File: src/hdl/lbp_pkg.sv
// lbp_pkg: shared types and constants of the local binary pattern unit
`timescale 1ns / 1ps
`default_nettype none
package lbp_pkg;

  // configuration port
  localparam int CFG_IDX_BITS  = 2;
  localparam int CFG_DATA_BITS = 16;
  localparam logic [CFG_IDX_BITS-1:0] CFG_FRAME_WIDTH  = 2'd0;
  localparam logic [CFG_IDX_BITS-1:0] CFG_FRAME_HEIGHT = 2'd1;

  // register widths and reset values
  localparam int FW_BITS = 11;
  localparam int FH_BITS = 16;
  localparam logic [FW_BITS-1:0] FW_RESET = 11'd640;
  localparam logic [FH_BITS-1:0] FH_RESET = 16'd480;

  // smallest frame side in use
  localparam int MIN_DIM = 3;

  // payload widths
  localparam int PIX_IN_BITS  = 8;
  localparam int CODE_BITS    = 9;
  localparam int ROW_BITS     = 16;
  localparam int COL_OUT_BITS = 10;

  // per-pixel flags handed from the scan counters to the pipeline
  typedef struct packed {
    logic emit;
    logic last;
  } scan_t;

endpackage
`default_nettype wire

File: src/hdl/lbp_code.sv
// lbp_code: 3x3 window columns and neighbour comparison
`timescale 1ns / 1ps
`default_nettype none
module lbp_code #(
  parameter int PIXEL_BITS = 8
) (
  input  wire logic                          clk_i,
  input  wire logic                          rst_ni,
  input  wire logic                          step_i,
  input  wire logic [PIXEL_BITS-1:0]         top_i,
  input  wire logic [PIXEL_BITS-1:0]         mid_i,
  input  wire logic [PIXEL_BITS-1:0]         bot_i,
  output logic      [lbp_pkg::CODE_BITS-1:0] code_o
);
  import lbp_pkg::*;

  // [0..2] column c-2 top/mid/bottom, [3..5] column c-1
  logic [PIXEL_BITS-1:0] win_q [6];
  logic [PIXEL_BITS-1:0] centre;
  logic [7:0]            ge;

  // shift in the new column
  always_ff @(posedge clk_i or negedge rst_ni) begin
    if (!rst_ni) begin
      for (int i = 0; i < 6; i++) begin
        win_q[i] <= '0;
      end
    end else if (step_i) begin
      win_q[0] <= win_q[3];
      win_q[1] <= win_q[4];
      win_q[2] <= win_q[5];
      win_q[3] <= top_i;
      win_q[4] <= mid_i;
      win_q[5] <= bot_i;
    end
  end

  // centre >= neighbour, raster-order weights from top-left
  always_comb begin
    centre = win_q[4];
    ge[0]  = centre >= win_q[0];
    ge[1]  = centre >= win_q[3];
    ge[2]  = centre >= top_i;
    ge[3]  = centre >= win_q[1];
    ge[4]  = centre >= mid_i;
    ge[5]  = centre >= win_q[2];
    ge[6]  = centre >= win_q[5];
    ge[7]  = centre >= bot_i;
  end

  // weight of neighbour k is 2^(k+1), bit 0 stays clear
  assign code_o = {ge, 1'b0};

endmodule
`default_nettype wire

File: config.mk
export PLATFORM = sky130hd
export DESIGN_NAME = lbp_code
export DESIGN_NICKNAME = d
export VERILOG_FILES = /design/src/hdl/lbp_pkg.sv /design/src/hdl/lbp_code.sv
export SDC_FILE = /design/constraint.sdc
export NUM_CORES = 1
export LEC_CHECK = 0
export ABC_AREA = 1
export BUFFER_PORTS_ARGS = -buffer_cell sky130_fd_sc_hd__buf_2
export CAP_MARGIN = 20
export CORE_AREA = 10 10 91 93
export CTS_BUF_LIST = sky130_fd_sc_hd__clkbuf_16
export CTS_CLUSTER_DIAMETER = 150
export DETAILED_ROUTE_END_ITERATION = 8
export DIE_AREA = 0 0 101 103
export MAX_ROUTING_LAYER = met4
export PLACE_DENSITY_LB_ADDON = 0.08
export SLEW_MARGIN = 10
export SYNTH_ARGS = -nofsm -noshare
export SYNTH_HDL_FRONTEND = slang
export SYNTH_SLANG_ARGS = --single-unit
File: constraint.sdc
create_clock -name clk_i -period 1.25 [get_ports clk_i]
set_input_delay 0.1875 -clock clk_i [delete_from_list [all_inputs] [get_ports clk_i]]
set_output_delay 0.1875 -clock clk_i [all_outputs]
set_load 0.1 [all_outputs]
# Yosys cells after proc, flatten, opt, wreduce, memory -nomap -nowiden
# Cells that the tools add are included.
[totals]
register_bits = 48
inputBits = 27
output_inout_bits = 9
wordCells = 14
[op_classes]
n_lt_le_gt_ge = 8
[op_table]
columns = ["operator", "count"]
rows = [
  ["8-bit greater-or-equal comparator", 8],
]

# Logic depth before layout (Yosys ltp)
[logic_depth]
word_depth = 1
mapped_depth = 9
mapped_depth_nobuf = 9

# Worst setup path after synthesis
# No wires, ideal clock.
[synth_path]
path_type = "flip-flop to output port"
from = "reg win_q, in the netlist centre[5]"
to = "out code_o[8] (netlist bit)"
t_arrival_ns = 1.765
required_ns = 1.062
setup_slack_ns = -0.703
path_stages_with_launch = 6
n_path_buf = 0
path_cell_list = "dfrtp_1 ha_1 a21oi_1 nor2_1 nor2_1 nand3_1"
[synth_between]
elab_chain_cells = 1
[synth_lines]
columns = ["item", "line_no", "source"]
rows = [
  ["start: declaration", "lbp_code.sv:18", "logic [PIXEL_BITS-1:0] win_q [6];"],
  ["8-bit greater-or-equal comparator", "lbp_code.sv:48", "ge[7] = centre >= bot_i;"],
  ["end: declaration", "lbp_code.sv:13", "output logic [lbp_pkg::CODE_BITS-1:0] code_o"],
]
# No other way between the ends.

# Final worst setup path
[layout_path]
from = "reg win_q, in the netlist centre[7]"
to = "out code_o[8] (netlist bit)"
# The elaborated chain is that of the path after synthesis.

==> summary.txt <==
Finish
  – Antenna diode count: 0
  – Number of filler cells placed in the layout: 493
  – Share of post-route cells with drive strength above 1: 0.303
  – Layout area overhead: 39.4%
  – # nets final: 599

Timing
  – Setup skew after layout: 6.88 ps
  – Final setup viols: 8
  – Worst Slack Setup Final: -679 ps
  – Count of pins over their slew limit: 0
  – Fmax achieved: 518 MHz
  – Final hold slack: 121 ps
  – Fraction of the cycle the final worst path needs: 1.54
  – Final Hold Vio Count: 0
  – Setup repair after global routing missed its margin: true
  – Final critical path time including I/O delays and setup: 1930 ps

Clocking
  – CTS root buffer: sky130_fd_sc_hd__clkbuf_16
  – Clock sink total: 48
  – Total clock buffers created by CTS: 5
  – Depth of the CTS H-tree: 2
  – TritonCTS clock tree: built
  – Buffers from clock root to sink, at most: 2
  – CTS clock-pin slew for the worst setup and hold paths: 60 ps
  – Clk_lat worst skew: 290 ps

Placement
  – Weighted congestion reported at the end of routability-driven placement: 0.836
  – Placed wire-length estimate: 5.54 mm
  – Worst slack, placed: -418 ps
  – Buffers added on ports: 34

Floorplan
  – Starting Density: 0.515
  – Die Outline Area: 10400 µm²
  – Number of top-level pins: 36
  – Number of standard-cell rows in the floorplan: 30
  – Placeable core area: 6570 µm²
  – Vertical die dimension: 103 µm
  – Die width: 101 µm

Pwr
  – Proportion of total power due to net switching: 0.364
  – Highest ir drop seen on vdd: 0.851 mV
  – Net switching power: 0.00211 W
  – Design internal power: 0.00370 W
  – Part of the power in the clock network: 0.258
  – Logic pwr share: 0.429
  – Power per unit of standard cell area: 1230 nW/µm²
  – Fraction of power consumed by sequential logic: 0.313
  – Static Leakage: 2.47 nW

Drt
  – Router iterations before antenna repair: 4
  – Detail-routed net length per standard cell: 13.5 µm
  – Drt initial violations: 53
  – Final routed DRC violation total: 0
  – Total vias in the final route: 2847
  – Final WL: 7.96 mm
  – Post-detailed-route count of antenna-violating nets: 0
  – Via density: 4.83

Logic synthesis
  – Number of nets in the synthesized netlist: 529
  – Area fraction of the dominant cell type after synthesis: 0.355
  – Flip-flop and latch count after synthesis: 48
  – Area leader, netlist: sky130_fd_sc_hd__dfrtp_1
  – Number of warnings printed during yosys synthesis: 0
  – Top cells by area in the synthesized netlist: sky130_fd_sc_hd__dfrtp_1 (35%), sky130_fd_sc_hd__ha_1 (24%), sky130_fd_sc_hd__nand2_1 (13%)
  – Fraction of the yosys area taken by sequential cells: 0.355
  – Area of the mapped netlist: 3380 µm²
  – Synthesized instance count: 438
  – Yosys cell types: 17
  – Post-synthesis average cell area: 7.73 µm²

Setup path
  – Number of cells on the worst reg-to-reg path: 4
  – Beginning of the critical path: centre[7]
  – Critical-path cell list: buf_6 -> ha_4 -> nand2_4 -> nor2_4 -> nand4_1 -> nand3_4 -> buf_12
  – Largest fanout on the critical path: 5
  – Critical Path Source Type: flop
  – Critical path start-end classification: reg -> out
  – Worst setup slack for register-to-register paths: 220 ps
  – Kind of cell adding the most delay to the critical path: simple AND/OR/NAND/NOR gates
  – Buffers & Inverters on Critical Path: 2
  – Reg-to-reg critical path startpoint: centre[5]
  – Capture instance of the worst register-to-register path: win_q[37]
  – Kind of end point of the critical path: output pin
  – CP max stage cell: sky130_fd_sc_hd__dfrtp_2
  – Endpoint arrival time on the critical path: 1740 ps
  – Slowest stage delay, CP: 410 ps
  – Required time worst endpoint: 1060 ps

Hold path
  – Hold Path Stages: 3
  – Worst min path class: in -> reg
  – End of the worst hold path: win_q[17]
  – Hold path start: top_i[1]

GRT
  – Remaining global-route overflow: 0
  – Pin count of the biggest net entering global routing: 49
  – Global-route wire length before repair: 13.8 mm
  – Total global routing track utilization: 0.166
  – Via count of the first global-routing pass: 3051
  – Initial antenna violation count: 0

Run status
  – Outcome: finished with violations
  – Failing checks: setup timing

Job
  – Max-cap viol count: 0
[sequential cells by signal (all words and copies together), names as in the netlist]
register  cells
centre        8
win_q        40
[metrics by stage]
step                utilization  power (W)  instance area (µm²)  cells  setup TNS, ps
floorplan                     -    0.00322                 3490    438          -1740
global placement          0.625    0.00390                 4110    573          -2780
detailed placement        0.625    0.00396                 4110    573          -3030
CTS                       0.699    0.00572                 4590    589          -5180
global route              0.718    0.00621                 4720    589          -5750
finish                    0.718    0.00581                 4720    589          -5160
[cells by family (layout without fill, tap and decap cells)]
group | count (synthesis) | after routing | share of synthesized area
flip-flops | 48 | 48 | 0.355
AND/OR/NAND/NOR | 152 | 152 | 0.172
AO/OA/AOI/OAI | 72 | 72 | 0.112
adder cells (fa/ha/maj) | 64 | 64 | 0.237
buffers and inverters | 101 | 172 | 0.123
other | 1 | 1 | 0.00111
[metal layers]
layer	global-route usage	vias up	wire length (µm)
met5	-	-	0
met2	0.286	33	4120
met3	0.0335	9	217
li1	-	1507	-
met1	0.194	1298	3560
met4	0.0429	0	70
[worst max path at each step]
stage	slack, ps	end	cells after the start
floorplan	-280	code_o[8]	5
global placement	-360	code_o[2]	8
detailed placement	-420	code_o[5]	6
CTS	-660	code_o[2]	9
global route	-740	code_o[2]	9
finish	-680	code_o[8]	7
[cell usage after synthesis (all sizes together)]
| cell | instances |
|---|---|
| dfrtp | 48 |
| conb | 1 |
| nand3 | 8 |
| o21ai | 38 |
| a21o | 1 |
| a21oi | 26 |
| ha | 64 |
| buf | 8 |
| nor2 | 27 |
| clkbuf | 3 |
| nand2 | 116 |
| nand4 | 1 |
| inv | 90 |
| o21a | 7 |
[worst min-delay path: cells and delay by family]
kind,cells,cell delay [ps]
AOI/OAI and AO/OA,1,50
buffers and inverters,1,90
and+or+nand+nor,1,40
[final cells by class]
class / count / area (µm²) / area share
Timing Repair Buffer: 74 / 687 / 0.146
Clock inverter: 3 / 38.8 / 0.00822
Multi-Input combinational cell: 289 / 2220 / 0.470
Inverter: 90 / 340 / 0.0721
Tap cell: 80 / 100 / 0.0212
Clock buffer: 5 / 125 / 0.0265
Sequential cell: 48 / 1210 / 0.256
[repair_timing]
item | 4_1_cts | 5_1_grt
hold buffers | 1 | 0
pin swaps | 34 | 23
buffers inserted | 7 | 0
endpoints found under the setup margin | 8 | 8
endpoints found under the hold margin | 48 | 0
gates resized for setup | 46 | 23
[cells in the final DEF (no fill, tap or decap), drive strengths merged]
cell type	instances
nand2	116
nand4	1
o21ai	38
conb	1
ha	64
dfrtp	48
bufinv	1
nand3	8
a21oi	26
clkinv	1
o21a	7
a21o	1
dlygate4sd3	1
buf	73
clkbuf	5
nor2	27
inv	91
[power by group through the flow]
stage	Combinational (W)	Sequential (W)	Clock [W]
2_1_floorplan	0.00139	0.00183	0
3_3_place_gp	0.00205	0.00185	0
3_5_place_dp	0.00211	0.00185	0
4_1_cts	0.00237	0.00181	0.00154
5_1_grt	0.00277	0.00184	0.00160
6_report	0.00249	0.00181	0.00150
No activity file was read; power rests on OpenSTA's default activity.
