--- config.mk ---
export PLATFORM = sky130hd
export DESIGN_NAME = lbp_scan
export DESIGN_NICKNAME = d
export VERILOG_FILES = /design/src/hdl/lbp_pkg.sv /design/src/hdl/lbp_scan.sv
export SDC_FILE = /design/constraint.sdc
export NUM_CORES = 1
export LEC_CHECK = 0
export BUFFER_PORTS_ARGS = -buffer_cell sky130_fd_sc_hd__buf_2
export CAP_MARGIN = 15
export CORE_UTILIZATION = 25
export CTS_CLUSTER_SIZE = 12
export DETAILED_ROUTE_END_ITERATION = 8
export PLACE_DENSITY = 0.54
export SYNTH_ARGS = -nofsm -noshare
export SYNTH_HDL_FRONTEND = slang
export SYNTH_SLANG_ARGS = --single-unit
--- constraint.sdc ---
create_clock -name clk_i -period 9.6 [get_ports clk_i]
set_input_delay 1.92 -clock clk_i [delete_from_list [all_inputs] [get_ports clk_i]]
set_output_delay 1.92 -clock clk_i [all_outputs]
set_load 0.05 [all_outputs]
--- src/hdl/lbp_pkg.sv ---
// lbp_pkg: shared types and constants of the local binary pattern unit
`timescale 1ns / 1ps
`default_nettype none
package lbp_pkg;

  // configuration port
  localparam int CFG_IDX_BITS  = 2;
  localparam int CFG_DATA_BITS = 16;
  localparam logic [CFG_IDX_BITS-1:0] CFG_FRAME_WIDTH  = 2'd0;
  localparam logic [CFG_IDX_BITS-1:0] CFG_FRAME_HEIGHT = 2'd1;

  // register widths and reset values
  localparam int FW_BITS = 11;
  localparam int FH_BITS = 16;
  localparam logic [FW_BITS-1:0] FW_RESET = 11'd640;
  localparam logic [FH_BITS-1:0] FH_RESET = 16'd480;

  // smallest frame side in use
  localparam int MIN_DIM = 3;

  // payload widths
  localparam int PIX_IN_BITS  = 8;
  localparam int CODE_BITS    = 9;
  localparam int ROW_BITS     = 16;
  localparam int COL_OUT_BITS = 10;

  // per-pixel flags handed from the scan counters to the pipeline
  typedef struct packed {
    logic emit;
    logic last;
  } scan_t;

endpackage
`default_nettype wire

--- src/hdl/lbp_scan.sv ---
// lbp_scan: raster position counters and frame geometry
`timescale 1ns / 1ps
`default_nettype none
module lbp_scan #(
  parameter int MAX_WIDTH = 1024
) (
  input  wire logic                            clk_i,
  input  wire logic                            rst_ni,
  input  wire logic                            advance_i,
  input  wire logic                            frame_start_i,
  input  wire logic [lbp_pkg::FW_BITS-1:0]     frame_width_i,
  input  wire logic [lbp_pkg::FH_BITS-1:0]     frame_height_i,
  output logic      [$clog2(MAX_WIDTH)-1:0]    col_o,
  output logic      [lbp_pkg::ROW_BITS-1:0]    row_o,
  output lbp_pkg::scan_t                       flags_o
);
  import lbp_pkg::*;

  localparam int AW = $clog2(MAX_WIDTH);
  localparam int WW = AW + 1;

  logic [AW-1:0]       col_q, col_d;
  logic [ROW_BITS-1:0] row_q, row_d;
  logic [WW-1:0]       w_use;
  logic [FH_BITS-1:0]  h_use;
  logic [AW-1:0]       col_cur;
  logic [ROW_BITS-1:0] row_pre, row_cur;
  logic [WW-1:0]       col_inc;
  logic [ROW_BITS:0]   row_inc;

  // geometry in use: width clamped, height at least the minimum
  always_comb begin
    if (int'(frame_width_i) < MIN_DIM) begin
      w_use = WW'(MIN_DIM);
    end else if (int'(frame_width_i) > MAX_WIDTH) begin
      w_use = WW'(MAX_WIDTH);
    end else begin
      w_use = WW'(frame_width_i);
    end
    if (int'(frame_height_i) < MIN_DIM) begin
      h_use = FH_BITS'(MIN_DIM);
    end else begin
      h_use = frame_height_i;
    end
  end

  // position of the pixel now offered, after restart and wrap
  always_comb begin
    priority if (frame_start_i) begin
      col_cur = '0;
      row_pre = '0;
    end else if ({1'b0, col_q} >= w_use) begin
      col_cur = '0;
      row_pre = row_q + 1'b1;
    end else begin
      col_cur = col_q;
      row_pre = row_q;
    end
    row_cur = (row_pre >= h_use) ? '0 : row_pre;
  end

  // position after this pixel
  always_comb begin
    col_inc = {1'b0, col_cur} + 1'b1;
    row_inc = {1'b0, row_cur} + 1'b1;
    if (col_inc >= w_use) begin
      col_d = '0;
      row_d = (row_inc >= {1'b0, h_use}) ? '0 : row_inc[ROW_BITS-1:0];
    end else begin
      col_d = col_inc[AW-1:0];
      row_d = row_cur;
    end
  end

  always_ff @(posedge clk_i or negedge rst_ni) begin
    if (!rst_ni) begin
      col_q <= '0;
      row_q <= '0;
    end else if (advance_i) begin
      col_q <= col_d;
      row_q <= row_d;
    end
  end

  // interior centre sits one up and one left of the pixel
  assign col_o         = col_cur;
  assign row_o         = row_cur;
  assign flags_o.emit  = (row_cur >= ROW_BITS'(2)) && (int'(col_cur) >= 2);
  assign flags_o.last  = (row_cur == h_use - 1'b1) && ({1'b0, col_cur} == w_use - 1'b1);

endmodule
`default_nettype wire

== Yosys cells after proc, flatten, opt, wreduce, memory -nomap -nowiden ==
Cells that the tools add are included.

* Register bits: 26
* Bits of input ports: 31
* Output and inout port bits: 28
* Logic and storage cells: 31

* Add/subtract/negate cells: 5
* Magnitude comparators: 9
* Eq/ne operators: 2
* Mux-type cells: 11
* Reduce and logical (&&, ||, !) cells: 2

{| class="wikitable"
|+ Operators by type and width
! cell !! number
|-
| 16-bit 2-to-1 mux || 6
|-
| 10-bit 2-to-1 mux || 3
|-
| 11-bit 2-to-1 mux || 2
|-
| 16-bit by 1-bit adder with 17-bit output (second input constant) || 1
|-
| 17-bit by 16-bit >= comparator with 1-bit output || 1
|-
| 16-bit by 1-bit adder with 16-bit output (second input constant) || 1
|-
| 16-bit equality test || 1
|-
| 16-bit >= comparator || 1
|-
| 16-bit by 2-bit >= comparator with 1-bit output (second input constant) || 1
|-
| 16-bit by 2-bit less-than comparator with 1-bit output (second input constant) || 1
|-
| 16-bit by 1-bit subtractor with 16-bit output (second input constant) || 1
|-
| 10-bit by 1-bit adder with 11-bit output (second input constant) || 1
|-
| 10-bit by 11-bit equality test with 1-bit output || 1
|-
| 10-bit by 11-bit >= comparator with 1-bit output || 1
|-
| 11-bit >= comparator || 1
|-
| 11-bit greater-than comparator (second input constant) || 1
|-
| 11-bit by 2-bit less-than comparator with 1-bit output (second input constant) || 1
|-
| 11-bit by 1-bit subtractor with 11-bit output (second input constant) || 1
|-
| 10-bit by 2-bit >= comparator with 1-bit output (second input constant) || 1
|-
| 1-bit logical AND || 2
|}

== Logic depth before layout (Yosys ltp) ==
Gate-level depths: netlist of the first run.

* Word-level depth: 12
* Depth in mapped cells: 34
* Depth with buffers taken out: 33

== Worst setup path before layout of the first run ==
OpenSTA, ideal clock, no wires.

* Kind: input port to output port
* Start point: input port frame_width_i[4] (netlist name)
* End point: output port flags_o[0] (netlist name)
* Data arrival time: 9.050 ns
* Required time: 7.680 ns
* Slack: -1.370 ns
* Stages: 26
* Path buffers: 2
* Cells stage by stage: nor4_4 -> and3_1 -> o21ai_0 -> ha_1 -> nand2_1 -> o21ai_1 -> a21oi_2 -> buf_2 -> o21ai_0 -> nand4_1 -> mux2_2 -> ha_1 -> and4_1 -> a221oi_1 -> o21a_1 -> o211ai_2 -> clkbuf_1 -> nor2_1 -> ha_1 -> nand2_1 -> a211oi_1 -> o221ai_2 -> a211o_1 -> or4_1 -> a221o_1 -> nor4_2

{| class="wikitable"
|+ RTL lines
! what !! RTL line !! text
|-
| from (decl) || lbp_scan.sv:11 || <nowiki>input wire logic [lbp_pkg::FW_BITS-1:0] frame_width_i,</nowiki>
|-
| to (decl) || lbp_scan.sv:15 || <nowiki>output lbp_pkg::scan_t flags_o</nowiki>
|}

==> results by group, run 1 <==
Floorplan
  – Core ar.: roughly 20000 um2
  – Die W: between 100 and 150 um
  – Initial Util: about a quarter
  – Rows: 51
  – Chip height: ~150 um
  – Number of I/O pins: between 50 and 60
  – Die area: approximately 21000 um2

Synth
  – Async set-reset flop share out of synthesis: 100.0%
  – Synthesized area: a little over 5000 um2
  – Top cell type by total area after synthesis: ha_1
  – Syn Inst Count: between 600 and 700
  – Post-synth top area share: between 10% and 20%
  – Count of cell types in the netlist: 84
  – Most common cell in the netlist: nor2_1
  – EDFF count, synth: 0
  – Dominant synthesized flop cell: dfrtp_1
  – Syn nets: between 700 and 800
  – Synth Register Bits: 26
  – Dominant cells by area after synthesis: ha_1 14%, dfrtp_1 13%, xnor2_1 6.5%, nor2_1 4.4%, nand3_1 4.3%
  – Yosys warns: 0
  – Register area share after synthesis: approximately 13%
  – Commonest cells in the netlist: 60 x nor2_1, 59 x ha_1, 49 x nand2_1, 44 x nand3_1, 39 x o21ai_0
  – Synth Area per Inst: about 7.5 um2

Layout
  – Final core utilization: 32.75%
  – N_diodes: 0
  – Multi-input gate area: 4436 um2
  – Final Cell Area: 6479 um2
  – Fill cell total of the finished layout: between 2000 and 2500
  – Share of cells above drive strength 1: about a quarter
  – Sequential cell area: around 650 um2
  – Area Overhead vs Synth: 26.73%
  – Fin nets: approximately 900

Power and ir drop
  – Static Leak: slightly below 3 nW
  – Power share of the clock group: slightly below 20%
  – Switch Pwr: roughly 280 uW
  – Flop pwr share: a little under a quarter
  – Pint: ~300 uW
  – Max VDD drop: roughly 0.055 mV
  – Sw Ratio: 48.06%
  – Combinational share of power: a little under three fifths
  – PD cells: around 90 nW/um2

Clock tree
  – Total number of H-tree levels: 1
  – CTS Buffer Depth: 2
  – Clock tree from TritonCTS: done
  – Clk sinks: 26
  – Hold-fix buffers at CTS: 0
  – Clk root buf: clkbuf_16
  – Clock-pin slew on the worst setup and hold paths: approximately 70 ps
  – Worst-skew pair later-pin latency: approximately 280 ps
  – CTS Buf Count: 3

Place
  – Final RePlAce weighted congestion: just over 0.9
  – Area after DPL: between 6000 and 7000 um2
  – Dpl hpwl: ~16000 um
  – # port buffers: 58

STA
  – Slew Limit Fails: 0
  – Clock skew: between 5 and 6 ps
  – Final Hold Vio Count: 0
  – Final cycle utilization of the critical path: 97.74%
  – Worst-margin pin slew: 896.2 ps
  – Final setup fails: 0
  – Final worst path period need: between 9000 and 10000 ps
  – Fmax: ~110 MHz
  – RSZ-0062 raised after global routing: no
  – Slew headroom: between 30% and 40%

Hold path
  – Hold Path Class: reg -> reg

Global route
  – Remaining Overflow, GRT: 0
  – Largest net degree at the start of global routing: 33
  – First-pass GRT wire length: between 30000 and 40000 um
  – Overall routing resource usage: 18.65%
  – Vias in the first global route: roughly 5400
  – Initial antenna violation count: 0

Setup path
  – Startpoint Class: input port
  – Critical Path AT: between 7000 and 8000 ps
  – Crit end category: primary output
  – Type of the worst setup path: in -> out
  – CP Data Required Time: 7680 ps
  – CP Max Fanout: 5

Drt
  – DR vias: 5600
  – Final wirelength: a little under 20000 um
  – DR pass1 iterations: 5
  – Number of remaining DRC errors: 0
  – Post-DRT Antenna Nets: 0
  – DRT iter0 DRCs: 389
  – Drt wl/cell: approximately 19 um
  – Via density: between 5 and 6

Flow run
  – MaxCap Viol Count: 0

Run status
  – Status: complete, no violations
-- critical path: stages --
cell      delay, ps
buf_2           120
nor4_4          280
and3_4          250
o21ai_1          90
ha_1            290
nand2_1          80
o21ai_4         260
a21oi_4         140
buf_4           160
o41ai_4         290
mux2_4          350
ha_4            270
and4_1          190
nand2_1          90
a211o_1         320
o211ai_4        210
nor2_4           60
ha_4            270
nand2_1          50
a211oi_2        150
o221ai_2        110
a211o_1         220
or4_1           450
a221o_1         330
nor4_4          290
buf_6           200
-- power groups by stage --
stage	clock network (mW)	logic [mW]	registers (mW)
finish	0.113	0.333	0.139
global route	0.117	0.362	0.141
CTS	0.114	0.322	0.138
detailed placement	0	0.319	0.140
global placement	0	0.319	0.140
floorplan	0	0.228	0.129
-- state kept, by name, summed over array words and instances (netlist names) --
register / cells
row_q: 16
col_q: 10
-- metrics by stage --
step	TNS, ps	hold WS (ps)	std cells	setup WS (ps)	power [mW]
finish	0	582.6	1054	216.8	0.5848
global route	0	605.0	1054	3.182	0.6204
CTS	0	598.7	1052	39.62	0.5746
detailed placement	-22.75	580.8	1048	-22.75	0.4596
global placement	0	582.4	1048	20.68	0.4596
floorplan	0	502.6	684	74.49	0.3569
-- area by class of cell --
cell class | count | share of cell area (%)
flip-flops and latches | 26 | 10.04
inverters | 44 | 2.549
well taps | 265 | 5.118
repair buffers | 126 | 12.46
clock buffers | 4 | 1.371
multi-input cells | 589 | 68.46
-- logic make-up after synthesis --
| logic type | after synthesis | synth area share, % |
|---|---|---|
| and+or+nand+nor | 304 | 33.73 |
| AOI/OAI and AO/OA | 161 | 22.10 |
| buffers and inverters | 70 | 5.457 |
| adders and majority gates | 59 | 14.44 |
| xor gates and xnor gates | 52 | 8.909 |
| DFF | 26 | 12.73 |
| muxes | 12 | 2.643 |
-- per-layer routing --
| metal | up-vias | track usage (%) | wire (um) |
|---|---|---|---|
| met4 | 0 | 4.894 | 368 |
| li1 | 2748 | - | - |
| met5 | - | 0 | 0 |
| met3 | 27 | 2.484 | 1294 |
| met1 | 2610 | 26.58 | 9299 |
| met2 | 215 | 29.21 | 8730 |
-- cells in the final DEF (no fill, tap or decap), drive strengths merged, types with 7 or more instances in the layout --
master	netlist	routed
xnor2	38	38
inv	43	43
a21oi	29	30
ha	59	59
xor2	14	14
nor3b	7	7
o21a	9	9
nor2	63	63
and2	12	12
a21o	9	9
nor2b	13	13
nor4	14	14
nand2	52	52
and3	15	15
nand4	14	14
or3	7	7
dfrtp	26	26
buf	6	126
nand3	47	47
nor3	23	23
or4	9	9
o21ai	48	48
nand2b	7	7
a221o	9	9
-- timing repair --
action | CTS | global route
gates resized for setup | 1 | 12
gates cloned | 0 | 1
pin swaps | 0 | 8
buffers inserted | 0 | 1
setup endpoints to repair | 1 | 1
-- worst paths after layout --
check / start / to / slack, ps / depth (start not counted)
min in group asynchronous: rst_ni / row_q[9]$_DFFE_PN0P_ / 1670 / 1
hold / removal: row_q[15]$_DFFE_PN0P_ / row_q[15]$_DFFE_PN0P_ / 580 / 2
max in group asynchronous: rst_ni / col_q[0]$_DFFE_PN0P_ / 7480 / 1
setup reg to reg: col_q[8]$_DFFE_PN0P_ / row_q[2]$_DFFE_PN0P_ / 2050 / 30
hold reg to reg: row_q[15]$_DFFE_PN0P_ / row_q[15]$_DFFE_PN0P_ / 580 / 2
setup / recovery: frame_width_i[2] / flags_o[0] / 220 / 26
Power figures use the tool's default switching activity.
==> run 2: changes to the inputs <==
Settings changed: ABC_AREA set to 1.
==> run 2 against run 1 <==
  * Global-route usage shrank 2.0 points
  * Clock skew increased by 1.1 ps
  * Non-clock buffer count is 58 lower
  * Sequential power fell by 6%
  * Highest routed layer unchanged
  * Die area grew 2.9%
  * Combinational power shrank 17%
  * Routed wire length decreased by 9.9%
  * Area after synthesis increased by 3.0%
  * Clock power rose by 11%
  * Clock-buffer cell count shrank 1
  * Flip-flop and latch count stayed put
  * Hold slack worse by 20 ps
==> results by group, run 2 <==
Power and ir drop
  – PD cells: slightly below 90 nW/um2
  – Static Leak: a little over 3 nW
  – Max VDD drop: just under 0.06 mV
  – Pwr Total: about 530 uW

Drt
  – Post-DRT Antenna Nets: 0
  – Via density: about 4.8
  – Met1 WL: around 8500 um
  – Number of remaining DRC errors: 0
  – Top sig layer: met4
  – Drt wl/cell: between 15 and 20 um
  – Met2 wire len: roughly 8000 um
  – DR vias: ~5500
  – DR pass1 iterations: 5
  – DR WL met3: between 800 and 900 um
  – DRT iter0 DRCs: around 420
  – Final wirelength: ~18000 um

Layout
  – Most common cell after layout, fill and taps aside: nand2_1
  – Area Overhead vs Synth: 14.67%
  – Largest register FFs: 16
  – N_diodes: 0
  – Largest regs: row_q x16, col_q x10
  – Top reg by flops: row_q
  – Commonest cells after routing, fill and taps aside: 169 x nand2_1, 132 x inv_1, 81 x nor2_1
  – Fin nets: about 970
  – Share of cells above drive strength 1: 19.27%

Setup path
  – Crit end category: primary output
  – R2r startpoint: col_q[9]$_DFFE_PN0P_
  – Critical-path top delay cell: a211oi_2
  – CP Data Required Time: roughly 7700 ps
  – Max incr delay on CP: approximately 350 ps
  – Setup crit start: frame_width_i[7]
  – Most used cell, CP: nand2_1
  – Type of the worst setup path: in -> out
  – CP Max Fanout: 16
  – Critical Path AT: just over 7000 ps
  – Startpoint Class: input port

Floorplan
  – Initial Util: between 20 and 30%
  – Chip height: 147.1 um
  – Number of I/O pins: 59
  – Rows: 52
  – Core ar.: about 20000 um2
  – Die area: about 22000 um2
  – Die W: 147.1 um

STA
  – Final setup fails: 0
  – Worst-margin pin slew: approximately 860 ps
  – Final worst setup slack: ~450 ps
  – Final cycle utilization of the critical path: between 90 and 100%
  – Slew Limit Fails: 0
  – Final worst path period need: approximately 9100 ps
  – WHS: ~560 ps
  – Slew headroom: between 40 and 50%
  – Fmax: approximately 110 MHz
  – Clock skew: about 7 ps
  – Final Hold Vio Count: 0

Global route
  – Initial antenna violation count: 0
  – First-pass GRT wire length: ~28000 um
  – Largest net degree at the start of global routing: 37
  – Vias in the first global route: about 5300
  – Remaining Overflow, GRT: 0
  – Overall routing resource usage: ~17%

Clock tree
  – CTS Buf Count: 3
  – Clock-pin slew on the worst setup and hold paths: 70 ps
  – Worst-skew pair later-pin latency: ~270 ps
  – Total number of H-tree levels: 1
  – Clk root buf: clkbuf_16
  – Clock tree from TritonCTS: done
  – CTS Buffer Depth: 2
  – Clk sinks: 26

Hold path
  – Hold Path Class: reg -> reg
  – Hold Crit Start: col_q[9]$_DFFE_PN0P_

Synth
  – Synthesized area: ~5300 um2
  – Synth Area per Inst: 6.419 um2
  – Commonest cells in the netlist: 170 x nand2_1, 132 x inv_1, 82 x nor2_1, 59 x ha_1, 49 x nand3_1
  – Register area share after synthesis: about an eighth
  – Syn Inst Count: slightly above 800
  – Count of cell types in the netlist: 53
  – Synth Register Bits: 26
  – Yosys warns: 0
  – EDFF count, synth: 0
  – Async set-reset flop share out of synthesis: 100.0%
  – Syn nets: 910
  – Dominant cells by area after synthesis: ha_1 14%, dfrtp_1 12%, nand2_1 12%, inv_1 9.4%, nor2_1 5.8%
  – Dominant synthesized flop cell: dfrtp_1
  – Post-synth top area share: between 10% and 20%
  – Most common cell in the netlist: nand2_1
  – Top cell type by total area after synthesis: ha_1

Flow run
  – MaxCap Viol Count: 0

Place
  – Pre-CTS setup slack: approximately 290 ps
  – Dpl hpwl: 15010 um
  – # port buffers: 58
  – Final RePlAce weighted congestion: between 0.9 and 1

Run status
  – Status: complete, no violations
==> run 2: cell count changes after synthesis, sizes merged, moves of 13 or more <==
cell	change
nor2b	-13
and3	-14
xor2	+22
nand4	+16
clkbuf	-14
nand2	+127
nor2	+39
inv	+103
xnor2	-35
==> run 2: what timing repair did <==
| action | in CTS | in global routing |
|---|---|---|
| resized for setup | 0 | 13 |
| setup buffers | 0 | 4 |
| setup endpoints to repair | 0 | 4 |
| hold endpoints to repair | 0 | 0 |
| hold buffers | 0 | 0 |
==> run 2: per-stage QoR <==
stage,setup TNS [ps],cells,instance area [um2],util [%]
floorplan,0,820,5266,-
global placement,0,1139,5842,28.60
detailed placement,0,1139,5842,28.60
CTS,0,1143,5947,29.11
global route,-11.71,1147,6036,29.54
finish,0,1147,6036,29.54
==> run 2: cells by family after synthesis <==
group / share of synthesized area (%)
flops: 12.36
buf+inv: 12.60
fa+ha+maj: 14.02
simple gates: 42.19
xor+xnor: 6.775
compound gates: 12.05
==> run 2: worst max-delay path: cells and delay by family <==
| family | cells | cell delay [ps] |
|---|---|---|
| buffers and inverters | 8 | 1170 |
| and+or+nand+nor | 18 | 2130 |
| xor gates and xnor gates | 1 | 220 |
| AOI/OAI and AO/OA | 6 | 1120 |
| adders and majority gates | 2 | 650 |
==> run 2: layout make-up <==
| class | instances | area [um2] |
|---|---|---|
| Inverter | 148 | 560.5 |
| Sequential cell | 26 | 650.6 |
| Clock inverter | 1 | 30.03 |
| Clock buffer | 3 | 75.07 |
| Fill cell | 2369 | 14390 |
| Multi-Input combinational cell | 631 | 4010 |
| Tap cell | 270 | 337.8 |
| Timing Repair Buffer | 68 | 371.6 |
==> run 2: report_power, final <==
group	internal, mW	switching (mW)
Sequential	0.118	0.0126
Clock	0.0831	0.0415
Combinational	0.0829	0.195
==> run 2: final timing paths <==
path	endpoint	slack [ps]	cells after the start
worst max-delay path	flags_o[0]	450	35
worst min-delay path	col_q[9]$_DFFE_PN0P_	560	2
worst max register to register	row_q[3]$_DFFE_PN0P_	2880	40
worst min register to register	col_q[9]$_DFFE_PN0P_	560	2
max in group asynchronous	row_q[1]$_DFFE_PN0P_	7520	1
min in group asynchronous	row_q[15]$_DFFE_PN0P_	1670	1
==> run 2: layer usage <==
| layer | up-vias | track usage, % |
|---|---|---|
| met1 | 2526 | 23.42 |
| met5 | - | 0 |
| li1 | 2805 | - |
| met2 | 164 | 26.44 |
| met4 | 0 | 5.309 |
| met3 | 26 | 1.646 |
==> run 3: changes to the inputs <==
Settings changed: CTS_BUF_LIST set to sky130_fd_sc_hd__clkbuf_8.
==> run 3 against run 2 <==
  * Cell count unchanged
  * Power shrank 5.6%
  * Highest routed layer unchanged
  * Clock power shrank 24%
==> results by group, run 3 (synthesis results as in run 2) <==
Run status
  – Status: complete, no violations

Drt
  – DRT iter0 DRCs: around 360
  – Post-DRT Antenna Nets: 0
  – Via density: a little under 5
  – Drt wl/cell: ~15 um
  – Final wirelength: about 18000 um
  – Number of remaining DRC errors: 0
  – DR vias: 5524
  – DR pass1 iterations: 5

Setup path
  – CP Max Fanout: 16
  – Most used cell, CP: nand2_1
  – Crit end category: primary output
  – Max incr delay on CP: between 300 and 400 ps
  – Crit path buf inv count: 8
  – Type of the worst setup path: in -> out
  – CP top delay family: simple AND/OR/NAND/NOR gates
  – Startpoint Class: input port
  – Critical Path AT: about 7200 ps
  – CP Data Required Time: ~7700 ps
  – R2r setup slk: 2890 ps
  – Critical-path top delay cell: a211oi_2

STA
  – Worst-margin pin slew: between 800 and 900 ps
  – Final Hold Vio Count: 0
  – Slew headroom: 42.10%
  – Fmax: approximately 110 MHz
  – Slew Limit Fails: 0
  – Clock skew: between 5 and 6 ps
  – Final worst path period need: between 9000 and 10000 ps
  – Final cycle utilization of the critical path: a little over nine tenths
  – Final worst setup slack: 437.6 ps
  – Setup_tns: 0 ps
  – Final setup fails: 0

Clock tree
  – Hold-fix buffers at CTS: 0
  – CTS Buf Count: 3
  – Worst-skew pair later-pin latency: about 280 ps
  – Clk root buf: clkbuf_8
  – Clock-pin slew on the worst setup and hold paths: about 100 ps
  – CTS Buffer Depth: 2
  – Clk sinks: 26
  – Total number of H-tree levels: 1
  – Clock tree from TritonCTS: done

Power and ir drop
  – Pwr Total: slightly above 500 uW
  – Max VDD drop: 0.05031 mV
  – Static Leak: about 3.1 nW
  – PD cells: ~84 nW/um2

Layout
  – Top reg by flops: row_q
  – Fin nets: a little under 1000
  – Non-Filler Instances: 1147
  – N_diodes: 0
  – Area Overhead vs Synth: 14.02%
  – Largest register FFs: 16
  – Commonest cells after routing, fill and taps aside: 169 x nand2_1, 132 x inv_1, 81 x nor2_1
  – Most common cell after layout, fill and taps aside: nand2_1
  – Largest regs: row_q x16, col_q x10
  – Final Cell Area: 6002 um2
  – Share of cells above drive strength 1: about a fifth

Place
  – Pre-CTS setup slack: 294.0 ps
  – Area after DPL: 5842 um2
  – Dpl hpwl: 15010 um
  – Placed Instances: roughly 1100
  – Final RePlAce weighted congestion: 0.9021
  – # port buffers: 58

Floorplan
  – Die area: roughly 22000 um2
  – Die W: ~150 um
  – Rows: between 50 and 60
  – Core ar.: slightly above 20000 um2
  – Chip height: about 150 um
  – Number of I/O pins: 59
  – Initial Util: between 20% and 30%

Flow run
  – MaxCap Viol Count: 0

Global route
  – Vias in the first global route: around 5300
  – First-pass GRT wire length: ~28000 um
  – Initial antenna violation count: 0
  – Overall routing resource usage: between 15 and 20%
  – Remaining Overflow, GRT: 0
  – Largest net degree at the start of global routing: 37

Hold path
  – Hold Path Class: reg -> reg
run 3: repair_timing:
item,CTS,global route
endpoints found under the setup margin,0,2
gates resized for setup,0,13
buffers inserted,0,4
run 3: layer usage:
metal / global-route usage, % / share of wire, %
met4: 4.794 / 2.5
met2: 26.49 / 45
met5: 0 / 0
met3: 1.273 / 4.8
met1: 23.57 / 48
run 3: worst paths after layout:
| kind | startpoint | end | cells after the start |
|---|---|---|---|
| worst max-delay path | frame_width_i[7] | flags_o[0] | 35 |
| worst min-delay path | col_q[9]$_DFFE_PN0P_ | col_q[9]$_DFFE_PN0P_ | 2 |
| worst max register to register | col_q[9]$_DFFE_PN0P_ | row_q[3]$_DFFE_PN0P_ | 40 |
| worst min register to register | col_q[9]$_DFFE_PN0P_ | col_q[9]$_DFFE_PN0P_ | 2 |
| max in group asynchronous | rst_ni | row_q[1]$_DFFE_PN0P_ | 1 |
| min in group asynchronous | rst_ni | row_q[15]$_DFFE_PN0P_ | 1 |
run 3: cell type report:
type	instances	area [um2]
clock buffers	3	41.29
repair buffers	68	371.6
well taps	270	337.8
flip-flops and latches	26	650.6
clock inverters	1	30.03
inverters	148	560.5
fillers	2372	14430
multi-input cells	631	4010
run 3: worst min-delay path: cells and delay by family (launching register included):
| family | cells | cell delay [ps] |
|---|---|---|
| compound gates | 1 | 50 |
| simple gates | 1 | 80 |
| flops | 1 | 410 |
run 3: where the power goes:
group | internal [mW] | switching, mW | total, mW
sequential | 0.118 | 0.0127 | 0.131
combinational | 0.0828 | 0.195 | 0.278
clock | 0.0559 | 0.0393 | 0.0952
total | 0.257 | 0.247 | 0.504
run 3: metrics by stage:
step	util [%]	hold slack, ps
6_report	29.38	568.2
5_1_grt	29.38	593.3
4_1_cts	28.94	574.8
3_5_place_dp	28.60	545.2
3_3_place_gp	28.60	542.3
2_1_floorplan	-	484.2
